File: src/design/dvrt_ram.sv
// ----------------------------------------------------------------------------
// dvrt_ram
// Generic single-port RAM with registered read.
// ----------------------------------------------------------------------------
module dvrt_ram #(
  parameter int unsigned Width = 8,
  parameter int unsigned Depth = 64
) (
  input  logic                     clk,
  input  logic                     we,
  input  logic [$clog2(Depth)-1:0] addr,
  input  logic [Width-1:0]         wdata,
  output logic [Width-1:0]         rdata
);

  logic [Width-1:0] mem [Depth];

  always_ff @(posedge clk) begin
    if (we) begin
      mem[addr] <= wdata;
    end
    rdata <= mem[addr];
  end

endmodule

File: config.mk
export PLATFORM = sky130hd
export DESIGN_NAME = dvrt_ram
export DESIGN_NICKNAME = d
export VERILOG_FILES = /design/src/design/dvrt_ram.sv
export SDC_FILE = /design/constraint.sdc
export NUM_CORES = 1
export LEC_CHECK = 0
export ABC_AREA = 1
export BUFFER_PORTS_ARGS = -buffer_cell sky130_fd_sc_hd__buf_2
export CORE_ASPECT_RATIO = 1.1
export CORE_UTILIZATION = 50
export CTS_CLUSTER_DIAMETER = 60
export DETAILED_ROUTE_END_ITERATION = 7
export PLACE_DENSITY_LB_ADDON = 0.1
export SYNTH_ARGS = -nofsm -noshare
export SYNTH_HDL_FRONTEND = slang
export SYNTH_SLANG_ARGS = --single-unit
File: constraint.sdc
create_clock -name clk -period 3.55 [get_ports clk]
set_input_delay 0.355 -clock clk [delete_from_list [all_inputs] [get_ports clk]]
set_output_delay 0.355 -clock clk [all_outputs]
set_load 0.005 [all_outputs]
==> reports/results.ini <==
[worst_setup_path]
critical-path-max-stage-delay_ns = 0.72
crit_slowest_cell = buf_4
cpMostUsedCell = nand2_1
r2r.worst_path.cells = 10
cp.required_ns = 4.07
startpoint_type = primary input
cp-end-kind = flop
worst-setup-path-type = primary input to flop
reg2reg_to = rdata[5]$_DFF_P_
arrival_ns = 2.51
path_cells = clkbuf_8 > buf_4 > nand2_1 > nand2_1 > nand2_1 > nand2_1 > nand2_1 > nand2_1 > nand2_1 > nand2_1 > nor2_1 > nand2_1
r2r_start = mem[50][5]$_DFFE_PP_
reg2reg_slack_ns = 2.09
crit_fanout = 73

[finish]
syn_to_final_growth_pct = 12.0
final_common_cell = nand2_1
num-nets-final = 2244
final_cell_mix = nand2_1, edfxtp_1, nor2_1
seqCellArea_um2 = 15500
final_util = 0.568
drive_gt1_frac = 0.0868
multi_input_area_um2 = 5810
fillers = 3835

[detailed_routing]
dr.first_iter.drc_count = 1241
firstDrtPassIters = 5
wl_mm = 56.4
num_vias = 14700
drc = 0
ant_nets = 0
viasPerCell = 5.17
wl_per_cell_um = 19.8

[timing]
drv_slew = 0
timing.final.hold_violations = 0
skew_ns = 0.0139
hold_ws_ns = 0.262
slew-limit-headroom = 0.142
fin_setup_tns_ns = 0
setup_viol = 0
worst_slew_pin_slew_ns = 1.29
period_share = 0.559
max_freq_mhz = 504
rsz0062_at_grt = no
fin_crit_ns = 1.98

[grt]
grt_max_degree = 121
gr-usage-all-layers = 0.255
gr-total-overflow = 0
antenna_found_initial = 1
grt_first_pass_wirelength_mm = 85.2
grt_pass1_vias = 14400

[worst_hold_path]
min_path_type = primary input to flop
hp-start = wdata[3]
holdPathStages = 1
min_to = mem[63][3]$_DFFE_PP_

[cts]
cts_buffers = 53
cts_resized = 0
cts.sinks = 520
postCtsSetupBuffers = 0
cts_tree = yes
cts_buffer_depth = 3
clkSlewWorstSetupHoldPaths_ns = 0.06
h-tree-depth = 2
insertion_delay_ns = 0.60
hold_buffers = 0
cts_root_buffer = clkbuf_16

[pwr]
peakVddDrop_mv = 0.440
fin_total_pwr_uw = 13100
powerDensity_nw_per_um2 = 529
p_leak_uw = 0.0104

[placed_design]
dpl.hpwl_mm = 34.3
io_buffers = 23
place.gp.congestion = 0.932

[synthesis]
synth_cell_types = 22
ys_seq_area_frac = 0.705
syn_area_um2 = 22000
syn_nets = 2183
ys_warn_count = 0
syn-mean-instance-area_um2 = 10.2
yosys_register_bits = 520
syn_inst = 2167

[floorplan]
start_util = 0.507
rows = 80
die-area_um2 = 44900
ios = 24
die_w_um = 202
fp.dieH_um = 222
coreArea_um2 = 43400

[job]
max-cap-violations = 0

[run_status]
status = completed

power breakdown:
| part | internal, uW | switching (uW) |
|---|---|---|
| logic | 195 | 602 |
| clock network | 3180 | 2250 |
| registers | 6800 | 21.8 |
worst max-delay path by stage:
| stage | endpoint | slack (ns) | from |
|---|---|---|---|
| after floorplan | mem[41][0]$_DFFE_PP_ | 1.23 | addr[3] |
| after global placement | rdata[4]$_DFF_P_ | 0.94 | addr[0] |
| after detailed placement | rdata[4]$_DFF_P_ | 0.96 | addr[0] |
| after CTS | rdata[4]$_DFF_P_ | 1.59 | addr[0] |
| after global routing | rdata[4]$_DFF_P_ | 1.42 | addr[0] |
| final | rdata[4]$_DFF_P_ | 1.57 | addr[0] |
cells by family (layout without fill, tap and decap cells):
kind of cell,Yosys count,in the layout,synth area share
AND/OR/NAND/NOR,1504,1504,0.260
flip-flops,520,520,0.705
buffers and inverters,131,233,0.0316
AO/OA/AOI/OAI,12,12,0.00329
other,0,4,0
worst max-delay path, delay by kind of cell:
kind / cells / cell delay (ns)
AND/OR/NAND/NOR: 10 / 0.94
buffers and inverters: 2 / 1.11
layout make-up:
class	count	area share
flip-flops and latches	520	0.629
multi-input cells	1516	0.236
clock buffers	68	0.0577
repair buffers	107	0.0327
well taps	574	0.0291
clock inverters	28	0.0105
inverters	30	0.00487
diodes	4	0.000405
synthesized netlist by cell type:
cell type     n  share of area
nand2_1    1384           0.24
edfxtp_1    512           0.70
nor2_1       87          0.015
buf_2        52          0.012
inv_1        25         0.0043
clkbuf_1     23         0.0039
buf_6        15         0.0077
nand3_1      13         0.0030
dfxtp_1       8         0.0073
nor3_2        8         0.0036
buf_4         7         0.0024
o21ai_1       6         0.0014
o211ai_1      5         0.0017
buf_1         4        0.00068
inv_2         4        0.00068
or2_1         3        0.00085
or2_2         3        0.00085
nand4_1       2        0.00057
nor2_2        2        0.00057
nor4_1        2        0.00057
clkinv_1      1        0.00017
o21ai_0       1        0.00023
state kept, by name, summed over array words and instances, names as in the netlist:
register and cells:
mem 512, rdata 8
stage by stage:
| stage | setup WS (ns) | std cells | area, um^2 |
|---|---|---|---|
| final | 1.57 | 2847 | 24700 |
| after global routing | 1.42 | 2843 | 24700 |
| after detailed placement | 0.962 | 2747 | 23000 |
| after global placement | 0.937 | 2747 | 23000 |
| after floorplan | 1.23 | 2167 | 22000 |
| after CTS | 1.59 | 2843 | 24700 |
routing by layer:
layer / wire length [um] / GRT usage / vias to the layer above
met2: 27000 / 0.415 / 424
met5: 0 / 0 / -
met4: 1890 / 0.0929 / 0
li1: - / - / 7133
met3: 3350 / 0.0400 / 103
met1: 24200 / 0.349 / 7068
No activity file was read; power rests on OpenSTA's default activity.
